`config.mk`:
```
export PLATFORM = sky130hd
export DESIGN_NAME = nearest_guide_snap_table_core_flat
export DESIGN_NICKNAME = d
export VERILOG_FILES = /design/src/hw/rtl/ngst_pkg.sv /design/src/hw/rtl/ngst_if.sv /design/src/hw/rtl/nearest_guide_snap_table_core.sv /design/src/hw/rtl/ngst_ram.sv /design/src/hw/rtl/ngst_ctrl.sv /design/src/hw/rtl/ngst_datapath.sv /design/src/flat_wrapper.sv
export SDC_FILE = /design/constraint.sdc
export NUM_CORES = 2
export LEC_CHECK = 0
export BUFFER_PORTS_ARGS = -buffer_cell sky130_fd_sc_hd__buf_2
export CAP_MARGIN = 20
export CORE_ASPECT_RATIO = 1.4
export CORE_MARGIN = 10
export CORE_UTILIZATION = 55
export CTS_BUF_LIST = sky130_fd_sc_hd__clkbuf_8
export DETAILED_ROUTE_END_ITERATION = 7
export GPL_ROUTABILITY_DRIVEN = 0
export PLACE_DENSITY = 0.81
export SYNTH_ARGS = -nofsm -noshare
export SYNTH_HDL_FRONTEND = slang
export SYNTH_SLANG_ARGS = --single-unit
```
`constraint.sdc`:
```
create_clock -name i_clk -period 13.1 [get_ports i_clk]
set_input_delay 0.655 -clock i_clk [delete_from_list [all_inputs] [get_ports i_clk]]
set_output_delay 0.655 -clock i_clk [all_outputs]
set_load 0.02 [all_outputs]
```
`src/hw/rtl/ngst_pkg.sv`:
```
`default_nettype none

package ngst_pkg;

    localparam int POS_W       = 24;
    localparam int THR_W       = 24;
    localparam int IDX_W       = 6;
    localparam int CNT_OUT_W   = 7;
    localparam int DEF_MAX_GUIDES = 64;

    typedef enum logic [1:0] {
        CMD_ADD    = 2'd0,
        CMD_REMOVE = 2'd1,
        CMD_CLEAR  = 2'd2,
        CMD_SNAP   = 2'd3
    } t_cmd;

    typedef enum logic [1:0] {
        ST_OK        = 2'd0,
        ST_FULL      = 2'd1,
        ST_BAD_INDEX = 2'd2
    } t_status;

    typedef enum logic [1:0] {
        S_IDLE,
        S_WALK,
        S_FIN
    } t_state;

    typedef struct packed {
        t_cmd                     command;
        logic                     vertical;
        logic signed [POS_W-1:0]  position;
        logic [IDX_W-1:0]         index;
        logic [THR_W-1:0]         threshold;
    } t_in_item;

    typedef struct packed {
        t_status                  status;
        logic signed [POS_W-1:0]  snapped;
        logic [CNT_OUT_W-1:0]     count;
    } t_out_item;

    typedef struct packed {
        logic                     vertical;
        logic [POS_W-1:0]         position;
    } t_entry;

    // controller -> datapath
    typedef struct packed {
        logic capture;
        logic walk;
        logic finish;
    } t_ctrl_cmd;

    // datapath -> controller
    typedef struct packed {
        logic need_walk;
        logic walk_busy;
        logic out_free;
    } t_ctrl_sts;

endpackage

`default_nettype wire

```
`src/hw/rtl/ngst_if.sv`:
```
`default_nettype none

interface ngst_in_if;
    logic               valid;
    logic               ready;
    ngst_pkg::t_in_item data;

    modport source (output valid, output data, input ready);
    modport sink   (input valid, input data, output ready);
endinterface

interface ngst_out_if;
    logic                valid;
    logic                ready;
    ngst_pkg::t_out_item data;

    modport source (output valid, output data, input ready);
    modport sink   (input valid, input data, output ready);
endinterface

`default_nettype wire

```
`src/hw/rtl/nearest_guide_snap_table_core.sv`:
```
// Ordered table of up to MAX_GUIDES guide lines (orientation bit plus signed Q15.8
// position) with add, remove, clear and nearest-guide snap. One command is in work at
// a time; the result sits in an output register, so the next command is taken while
// it waits. Add, clear and a rejected remove go from acceptance straight to the
// finish step. Snap and a valid remove first walk the table, a snap from entry 0
// and a remove at index k from entry k + 1, moving each later entry down by one:
// both walk one entry per cycle through the single read port of the guide RAM.
// The RAM is not cleared after reset; only entries below the count are ever read.
`default_nettype none

module nearest_guide_snap_table_core #(
    parameter int MAX_GUIDES = ngst_pkg::DEF_MAX_GUIDES
) (
    input  wire logic   i_clk,
    input  wire logic   i_rst_n,
    ngst_in_if.sink     i_in,
    ngst_out_if.source  o_out
);

    ngst_pkg::t_ctrl_cmd ctrl_cmd;
    ngst_pkg::t_ctrl_sts ctrl_sts;
    logic                in_ready;

    ngst_ctrl u_ctrl (
        .i_clk      (i_clk),
        .i_rst_n    (i_rst_n),
        .i_in_valid (i_in.valid),
        .o_in_ready (in_ready),
        .i_sts      (ctrl_sts),
        .o_cmd      (ctrl_cmd)
    );

    ngst_datapath #(
        .MAX_GUIDES (MAX_GUIDES)
    ) u_datapath (
        .i_clk       (i_clk),
        .i_rst_n     (i_rst_n),
        .i_data      (i_in.data),
        .i_cmd       (ctrl_cmd),
        .o_sts       (ctrl_sts),
        .o_out_valid (o_out.valid),
        .i_out_ready (o_out.ready),
        .o_out_data  (o_out.data)
    );

    assign i_in.ready = in_ready;

    a_one_in_flight: assert property (@(posedge i_clk) disable iff (!i_rst_n)
        ctrl_cmd.capture |=> !in_ready)
        else $error("transaction accepted while another is in work");

    a_cmd_excl: assert property (@(posedge i_clk) disable iff (!i_rst_n)
        !(ctrl_cmd.capture && (ctrl_cmd.finish || ctrl_cmd.walk)))
        else $error("capture overlaps walk or finish");

    a_finish_shows: assert property (@(posedge i_clk) disable iff (!i_rst_n)
        ctrl_cmd.finish |=> o_out.valid)
        else $error("finished command did not present a result");

    a_walk_free_out: assert property (@(posedge i_clk) disable iff (!i_rst_n)
        (ctrl_cmd.walk && !ctrl_sts.walk_busy) |=> !ctrl_cmd.walk)
        else $error("walk did not end after the table was exhausted");

endmodule

`default_nettype wire

```
`src/hw/rtl/ngst_ram.sv`:
```
`default_nettype none

module ngst_ram #(
    parameter int WIDTH = 8,
    parameter int DEPTH = 64,
    localparam int AW = (DEPTH > 1) ? $clog2(DEPTH) : 1
) (
    input  wire logic             i_clk,
    input  wire logic             i_we,
    input  wire logic [AW-1:0]    i_waddr,
    input  wire logic [WIDTH-1:0] i_wdata,
    input  wire logic             i_re,
    input  wire logic [AW-1:0]    i_raddr,
    output logic      [WIDTH-1:0] o_rdata
);

    logic [WIDTH-1:0] r_mem [DEPTH];
    logic [WIDTH-1:0] r_rdata;

    always_ff @(posedge i_clk) begin
        if (i_we) begin
            r_mem[i_waddr] <= i_wdata;
        end
        if (i_re) begin
            r_rdata <= r_mem[i_raddr];
        end
    end

    assign o_rdata = r_rdata;

endmodule

`default_nettype wire

```
`src/hw/rtl/ngst_ctrl.sv`:
```
`default_nettype none

module ngst_ctrl (
    input  wire logic                i_clk,
    input  wire logic                i_rst_n,
    input  wire logic                i_in_valid,
    output logic                     o_in_ready,
    input  wire ngst_pkg::t_ctrl_sts i_sts,
    output ngst_pkg::t_ctrl_cmd      o_cmd
);

    ngst_pkg::t_state r_state;
    ngst_pkg::t_state n_state;

    always_ff @(posedge i_clk) begin
        if (!i_rst_n) begin
            r_state <= ngst_pkg::S_IDLE;
        end else begin
            r_state <= n_state;
        end
    end

    always_comb begin
        n_state = r_state;
        unique case (r_state)
            ngst_pkg::S_IDLE: begin
                if (i_in_valid) begin
                    n_state = i_sts.need_walk ? ngst_pkg::S_WALK : ngst_pkg::S_FIN;
                end
            end
            ngst_pkg::S_WALK: begin
                if (!i_sts.walk_busy) begin
                    n_state = ngst_pkg::S_FIN;
                end
            end
            ngst_pkg::S_FIN: begin
                if (i_sts.out_free) begin
                    n_state = ngst_pkg::S_IDLE;
                end
            end
            default: n_state = ngst_pkg::S_IDLE;
        endcase
    end

    always_comb begin
        o_in_ready    = 1'b0;
        o_cmd.capture = 1'b0;
        o_cmd.walk    = 1'b0;
        o_cmd.finish  = 1'b0;
        unique case (r_state)
            ngst_pkg::S_IDLE: begin
                o_in_ready    = 1'b1;
                o_cmd.capture = i_in_valid;
            end
            ngst_pkg::S_WALK: begin
                o_cmd.walk = 1'b1;
            end
            ngst_pkg::S_FIN: begin
                o_cmd.finish = i_sts.out_free;
            end
            default: begin
                o_in_ready = 1'b0;
            end
        endcase
    end

endmodule

`default_nettype wire

```
`src/hw/rtl/ngst_datapath.sv`:
```
`default_nettype none

module ngst_datapath #(
    parameter int MAX_GUIDES = ngst_pkg::DEF_MAX_GUIDES,
    localparam int AW = (MAX_GUIDES > 1) ? $clog2(MAX_GUIDES) : 1,
    localparam int CW = $clog2(MAX_GUIDES + 1)
) (
    input  wire logic                i_clk,
    input  wire logic                i_rst_n,
    input  wire ngst_pkg::t_in_item  i_data,
    input  wire ngst_pkg::t_ctrl_cmd i_cmd,
    output ngst_pkg::t_ctrl_sts      o_sts,
    output logic                     o_out_valid,
    input  wire logic                i_out_ready,
    output ngst_pkg::t_out_item      o_out_data
);

    localparam int XW = ((CW > ngst_pkg::IDX_W) ? CW : ngst_pkg::IDX_W) + 1;
    localparam int EW = $bits(ngst_pkg::t_entry);

    ngst_pkg::t_cmd                    r_cmd;
    logic                              r_vert;
    logic [ngst_pkg::POS_W-1:0]        r_pos;
    ngst_pkg::t_status                 r_status, n_status;
    logic [CW-1:0]                     r_count, n_count;
    logic [CW-1:0]                     r_ptr, n_ptr;
    logic                              r_dvld, n_dvld;
    logic [CW-1:0]                     r_daddr, n_daddr;
    logic [ngst_pkg::POS_W-1:0]        r_best, n_best;
    logic [ngst_pkg::THR_W-1:0]        r_best_dist, n_best_dist;
    logic                              r_out_valid, n_out_valid;
    ngst_pkg::t_out_item               r_out, n_out;

    logic                              bad_idx;
    logic                              is_full;
    logic [XW-1:0]                     idx_x;
    logic                              walk_more;
    logic                              ram_we, ram_re;
    logic [AW-1:0]                     ram_waddr, ram_raddr;
    logic [EW-1:0]                     ram_wdata, ram_rdata;
    ngst_pkg::t_entry                  rd_entry, wr_entry;
    logic [CW-1:0]                     daddr_dec;
    logic signed [ngst_pkg::POS_W:0]   diff;
    logic [ngst_pkg::POS_W:0]          mag;
    logic [ngst_pkg::THR_W-1:0]        guide_dist;

    ngst_ram #(
        .WIDTH (EW),
        .DEPTH (MAX_GUIDES)
    ) u_ram (
        .i_clk   (i_clk),
        .i_we    (ram_we),
        .i_waddr (ram_waddr),
        .i_wdata (ram_wdata),
        .i_re    (ram_re),
        .i_raddr (ram_raddr),
        .o_rdata (ram_rdata)
    );

    assign idx_x     = XW'(i_data.index);
    assign bad_idx   = idx_x >= XW'(r_count);
    assign is_full   = r_count == CW'(MAX_GUIDES);
    assign walk_more = r_ptr < r_count;
    assign rd_entry  = ngst_pkg::t_entry'(ram_rdata);
    assign daddr_dec = r_daddr - CW'(1);

    assign diff = $signed({rd_entry.position[ngst_pkg::POS_W-1], rd_entry.position})
                - $signed({r_pos[ngst_pkg::POS_W-1], r_pos});
    assign mag  = diff[ngst_pkg::POS_W] ? (ngst_pkg::POS_W + 1)'(-diff)
                                        : (ngst_pkg::POS_W + 1)'(diff);
    assign guide_dist = mag[ngst_pkg::THR_W-1:0];

    assign o_sts.need_walk = (i_data.command == ngst_pkg::CMD_SNAP)
                          || ((i_data.command == ngst_pkg::CMD_REMOVE) && !bad_idx);
    assign o_sts.walk_busy = walk_more || r_dvld;
    assign o_sts.out_free  = !r_out_valid || i_out_ready;

    always_comb begin
        n_status    = r_status;
        n_count     = r_count;
        n_ptr       = r_ptr;
        n_dvld      = 1'b0;
        n_daddr     = r_daddr;
        n_best      = r_best;
        n_best_dist = r_best_dist;
        n_out       = r_out;
        n_out_valid = (r_out_valid && i_out_ready) ? 1'b0 : r_out_valid;
        ram_we      = 1'b0;
        ram_waddr   = r_count[AW-1:0];
        wr_entry    = '{vertical: r_vert, position: r_pos};
        ram_re      = 1'b0;
        ram_raddr   = r_ptr[AW-1:0];

        if (i_cmd.capture) begin
            n_best      = i_data.position;
            n_best_dist = i_data.threshold;
            n_status    = ngst_pkg::ST_OK;
            n_ptr       = '0;
            unique case (i_data.command)
                ngst_pkg::CMD_ADD: begin
                    if (is_full) begin
                        n_status = ngst_pkg::ST_FULL;
                    end
                end
                ngst_pkg::CMD_REMOVE: begin
                    if (bad_idx) begin
                        n_status = ngst_pkg::ST_BAD_INDEX;
                    end else begin
                        n_ptr = CW'(idx_x + XW'(1));
                    end
                end
                ngst_pkg::CMD_CLEAR, ngst_pkg::CMD_SNAP: begin
                    n_ptr = '0;
                end
                default: n_ptr = '0;
            endcase
        end

        if (i_cmd.walk) begin
            if (walk_more) begin
                ram_re  = 1'b1;
                n_ptr   = r_ptr + CW'(1);
                n_dvld  = 1'b1;
                n_daddr = r_ptr;
            end
            if (r_dvld) begin
                if (r_cmd == ngst_pkg::CMD_REMOVE) begin
                    ram_we    = 1'b1;
                    ram_waddr = daddr_dec[AW-1:0];
                    wr_entry  = rd_entry;
                end else if ((rd_entry.vertical == r_vert) && (guide_dist < r_best_dist)) begin
                    n_best_dist = guide_dist;
                    n_best      = rd_entry.position;
                end
            end
        end

        if (i_cmd.finish) begin
            if (r_status == ngst_pkg::ST_OK) begin
                unique case (r_cmd)
                    ngst_pkg::CMD_ADD: begin
                        ram_we  = 1'b1;
                        n_count = r_count + CW'(1);
                    end
                    ngst_pkg::CMD_REMOVE: n_count = r_count - CW'(1);
                    ngst_pkg::CMD_CLEAR:  n_count = '0;
                    ngst_pkg::CMD_SNAP:   n_count = r_count;
                    default:              n_count = r_count;
                endcase
            end
            n_out.status  = r_status;
            n_out.snapped = (r_cmd == ngst_pkg::CMD_SNAP) ? r_best : '0;
            n_out.count   = ngst_pkg::CNT_OUT_W'(n_count);
            n_out_valid   = 1'b1;
        end
        ram_wdata = EW'(wr_entry);
    end

    always_ff @(posedge i_clk) begin
        if (!i_rst_n) begin
            r_count     <= '0;
            r_dvld      <= 1'b0;
            r_out_valid <= 1'b0;
        end else begin
            r_count     <= n_count;
            r_dvld      <= n_dvld;
            r_out_valid <= n_out_valid;
        end
    end

    always_ff @(posedge i_clk) begin
        if (i_cmd.capture) begin
            r_cmd  <= i_data.command;
            r_vert <= i_data.vertical;
            r_pos  <= i_data.position;
        end
        r_status    <= n_status;
        r_ptr       <= n_ptr;
        r_daddr     <= n_daddr;
        r_best      <= n_best;
        r_best_dist <= n_best_dist;
        r_out       <= n_out;
    end

    assign o_out_valid = r_out_valid;
    assign o_out_data  = r_out;

endmodule

`default_nettype wire

```
`src/flat_wrapper.sv`:
```
// flat-port wrapper written by rule: the top's interface ports become plain ports
module nearest_guide_snap_table_core_flat 
#(
    parameter int MAX_GUIDES = ngst_pkg::DEF_MAX_GUIDES
)
  (i_clk, i_rst_n, i_in_valid, i_in_data, i_in_ready, o_out_valid, o_out_data, o_out_ready);
  ngst_in_if i_in_i ();
  ngst_out_if o_out_i ();
  input  wire logic i_clk;
  input  wire logic i_rst_n;
  input wire logic [$bits(i_in_i.valid)-1:0] i_in_valid;
  input wire logic [$bits(i_in_i.data)-1:0] i_in_data;
  output wire logic [$bits(i_in_i.ready)-1:0] i_in_ready;
  output wire logic [$bits(o_out_i.valid)-1:0] o_out_valid;
  output wire logic [$bits(o_out_i.data)-1:0] o_out_data;
  input wire logic [$bits(o_out_i.ready)-1:0] o_out_ready;
  assign i_in_i.valid = i_in_valid;
  assign i_in_i.data = i_in_data;
  assign i_in_ready = i_in_i.ready;
  assign o_out_valid = o_out_i.valid;
  assign o_out_data = o_out_i.data;
  assign o_out_i.ready = o_out_ready;
  nearest_guide_snap_table_core #(.MAX_GUIDES(MAX_GUIDES)) u_core (.i_clk(i_clk), .i_rst_n(i_rst_n), .i_in(i_in_i), .o_out(o_out_i));
endmodule
```
==> results.json <==
{
  "synth-seq-cells": 1759,
  "synth_compound_area_share_pct": 2.64,
  "hp-class": "in -> reg",
  "first_pass_iters": 6,
  "relSlewSlack_pct": 29.4,
  "synth_sequential_area_ratio_pct": 74.4,
  "layout.nets": 3812,
  "cp.required_ns": 13.97,
  "post-synth-top-count-cell": "edfxtp_1",
  "post_drt_wl_per_cell_microns": 30.4,
  "muxShareOfSynthArea_pct": 16.9,
  "synth.avg_cell_area_sq_um": 20.8,
  "synth_area_sq_um": 70100,
  "antenna_found_initial": 9,
  "clockRootBuffer": "clkbuf_8",
  "clk_latency_ns": 0.94,
  "synth_common_cells": "edfxtp_1 (1693), mux4_2 (525), nor2_1 (156)",
  "synth_top_family_by_area": "multiplexers",
  "netlist_instances": 3369,
  "clkSlewWorstSetupHoldPaths_ns": 0.07,
  "fin_setup_tns_ns": 0,
  "post-route-period-util_pct": 44.3,
  "num_vias": 36200,
  "path_cells": "ha_1 > fa_1 > nand2b_1 > a211o_1 > a211o_1 > a21oi_1 > o2111ai_1 > a41oi_2 > buf_4 > nor2_1 > xnor2_1 > ha_1 > a21o_1 > a31oi_1 > o21ai_0 > a2111o_1 > a21oi_1 > o21ai_0 > a21oi_1 > o21ai_4 > buf_12 > buf_4 > o211ai_1 > o21a_1",
  "wl_met2_microns": 89500,
  "grt_max_degree": 109,
  "cts_setup_buffers": 0,
  "drt-total-wl_microns": 167000,
  "drt-met1-wl_microns": 57300,
  "synth_edf_count": 1693,
  "power.total_mw": 11.8,
  "place_area_sq_um": 73300,
  "grtUsageTotal_pct": 23.6,
  "drive_gt1_share_pct": 29.7,
  "synth.area.top_cells": "edfxtp_1 (73%), mux4_2 (17%), dfxtp_1 (1.9%), ha_1 (1.2%), nor2_1 (0.84%)",
  "stdcell_area_sq_um": 78100,
  "worstMarginPinSlew_ns": 1.06,
  "grt_pass1_vias": 37200,
  "cts_tree": "done",
  "crit_path_frequent_cell": "a21oi_1",
  "ys.flop_type": "edfxtp_1",
  "rsz0062_at_grt": "no",
  "met3_length_microns": 14000,
  "initial_core_util_pct": 55.5,
  "cpMaxStageDelayCell": "a2111o_1",
  "numCtsBuffers": 224,
  "die_w_microns": 322,
  "reg2reg_slack_ns": 7.29,
  "final_hold_viol_count": 0,
  "htreeDepth": 4,
  "grt_overflow": 0,
  "yosysWarnings": 0,
  "yosysTopAreaCellShare_pct": 72.5,
  "powerDensity_nw_per_um2": 151,
  "critical_path_class": "reg -> reg",
  "die_y_microns": 442,
  "antenna_left": 0,
  "clock_path_buffers": 3,
  "setup_viol_count_final": 0,
  "io_pins": 96,
  "place_hpwl_microns": 97600,
  "min_period_ns": 5.81,
  "synth_simple_gate_area_share_pct": 2.72,
  "yosysTopAreaCell": "edfxtp_1",
  "drt-vias-per-instance": 6.57,
  "coreArea_sq_um": 126000,
  "fmaxAchievable_mhz": 172,
  "io_buffers": 95,
  "hold_end": "u_core.u_datapath.r_best_dist[23]",
  "rr_worst_depth": 24,
  "ys_async_sr_fraction_pct": 0,
  "fillCellCount": 7930,
  "status": "finished, final reports clean",
  "r2r-start": "u_core.u_datapath.r_pos[0]",
  "cp-end-kind": "flop",
  "critPathLaunchType": "flop",
  "max_stage_delay_ns": 0.44,
  "path_max_fanout": 49,
  "top_layer": "met5",
  "regToRegEndpoint": "u_core.u_datapath.r_best_dist[20]",
  "arrival_ns": 6.67,
  "maxSlewViolCount": 0,
  "maxCapViolCount": 0,
  "clock_skew_ns": 0.0400,
  "min_path_cells": 4,
  "dp_cells": 5044,
  "p_leak_nw": 24.8,
  "worst_hold_startpoint": "i_in_data[23]",
  "synth_cell_types": 65,
  "clock-sinks": 1759,
  "rows": 154,
  "dieArea_sq_um": 142000,
  "yosys.area_share.xor_xnor_pct": 0.671,
  "fin_cells": 5506,
  "peakVddDrop_v": 0.000109,
  "syn_nets": 3500,
  "drc": 0,
  "drt-initial-drc-count": 4814,
  "synth_fa_ha_area_share_pct": 1.27,
  "syn2layout_area_growth_pct": 11.4,
  "grt_pass1_wl_microns": 248000
}
## power breakdown
group	internal [mW]	leakage, nW	total (mW)	switching (mW)
Sequential	6.26	15.8	6.31	0.0515
Clock	1.84	2.42	3.81	1.98
Combinational	0.766	6.54	1.65	0.880
Total	8.87	24.8	11.8	2.91
## worst max-delay path, delay by kind of cell, from the launching register on
kind                     cells  cell delay, ns
AO/OA/AOI/OAI               15            3.17
XOR/XNOR                     1            0.20
adder cells (fa/ha/maj)      3            0.94
buffers and inverters        3            0.77
flip-flops                   1            0.39
AND/OR/NAND/NOR              2            0.27
## timing repair
action | in CTS | in global routing
endpoints found under the hold margin | 72 | 0
hold buffers | 45 | 0
gates resized for setup | 0 | 0
## per-layer routing
| layer | vias to the layer above | track usage, % |
|---|---|---|
| li1 | 14600 | - |
| met1 | 18900 | 28.5 |
| met2 | 2257 | 41.3 |
| met3 | 447 | 4.46 |
| met4 | 10 | 9.52 |
| met5 | - | 0 |
## metrics by stage
step                      hold slack, ns  util [%]  setup slack, ns
after global placement             0.458      58.1             7.11
after global routing              0.0476      61.9             6.86
after CTS                        0.00389      61.8             6.95
after detailed placement           0.457      58.1             7.03
after floorplan                    0.432         -             8.19
final                             0.0747      61.9             7.29
## area by class of cell
type,instances,area [sq um],area share [%]
clock buffers,234,3220,4.12
well taps,1638,2050,2.62
multi-input cells,1362,17400,22.3
inverters,75,283,0.362
diodes,1,2.50,0.00320
repair buffers,259,1910,2.44
clock inverters,178,1010,1.30
flip-flops and latches,1759,52200,66.8
## kinds of logic (layout without fill, tap and decap cells)
family,after synthesis,count (layout)
compound gates,286,286
mux,530,530
buf+inv,248,746
other cells,0,1
flops,1759,1759
simple gates,424,424
fa+ha+maj,70,70
xor+xnor,52,52
## state kept, by name, indices dropped and copies added, names as in the netlist
| register | flops |
|---|---|
| u_core.u_datapath.r_dvld | 1 |
| u_core.u_datapath.o_out_data | 33 |
| u_core.u_datapath.r_ptr | 7 |
| u_core.u_datapath.r_pos | 24 |
| u_core.u_ctrl.r_state | 2 |
| u_core.u_datapath.r_status | 2 |
| u_core.u_datapath.r_vert | 1 |
| u_core.u_datapath.r_best | 24 |
| u_core.u_datapath.r_count | 7 |
| u_core.u_datapath.r_cmd | 2 |
| u_core.u_datapath.r_daddr | 6 |
| u_core.u_datapath.u_ram.r_mem | 1600 |
| u_core.u_datapath.o_out_valid | 1 |
| u_core.u_datapath.r_best_dist | 24 |
| u_core.u_datapath.u_ram.o_rdata | 25 |
## how the worst max path moves through the flow
stage               cells past startpoint                                from  slack (ns)                           endpoint
finish                                 24          u_core.u_datapath.r_pos[0]        7.29  u_core.u_datapath.r_best_dist[20]
detailed placement                     23          u_core.u_datapath.r_pos[0]        7.03  u_core.u_datapath.r_best_dist[20]
global placement                       23          u_core.u_datapath.r_pos[0]        7.11  u_core.u_datapath.r_best_dist[18]
floorplan                              23          u_core.u_datapath.r_pos[0]        8.19  u_core.u_datapath.r_best_dist[17]
CTS                                    23          u_core.u_datapath.r_pos[0]        6.95  u_core.u_datapath.r_best_dist[20]
global route                           25  u_core.u_datapath.u_ram.o_rdata[0]        6.86  u_core.u_datapath.r_best_dist[20]
## placed cells by master, fill, tap and decap left out, types with 5 or more instances in the layout
master and instances:
a211oi_1 5, a21o_1 32, a21oi_1 70, a31oi_1 34
and3_1 30, buf_12 7, buf_2 95, buf_4 112
bufinv_16 9, clkbuf_8 234, clkinv_1 54, clkinv_2 36
clkinvlp_4 7, dfxtp_1 61, dlygate4sd3_1 45, edfxtp_1 1693
ha_1 68, inv_1 140, inv_6 5, mux4_2 525
nand2_1 149, nand2b_1 10, nand3_1 24, nand3b_1 5
nand4_1 7, nor2_1 90, nor2_2 64, nor2b_1 8
nor3_1 8, nor4_1 6, o211ai_1 20, o21a_1 22
o21ai_0 33, o21ai_1 9, o21ai_4 24, or3_1 6
xnor2_1 25, xor2_1 25
No activity file was read; power rests on OpenSTA's default activity.
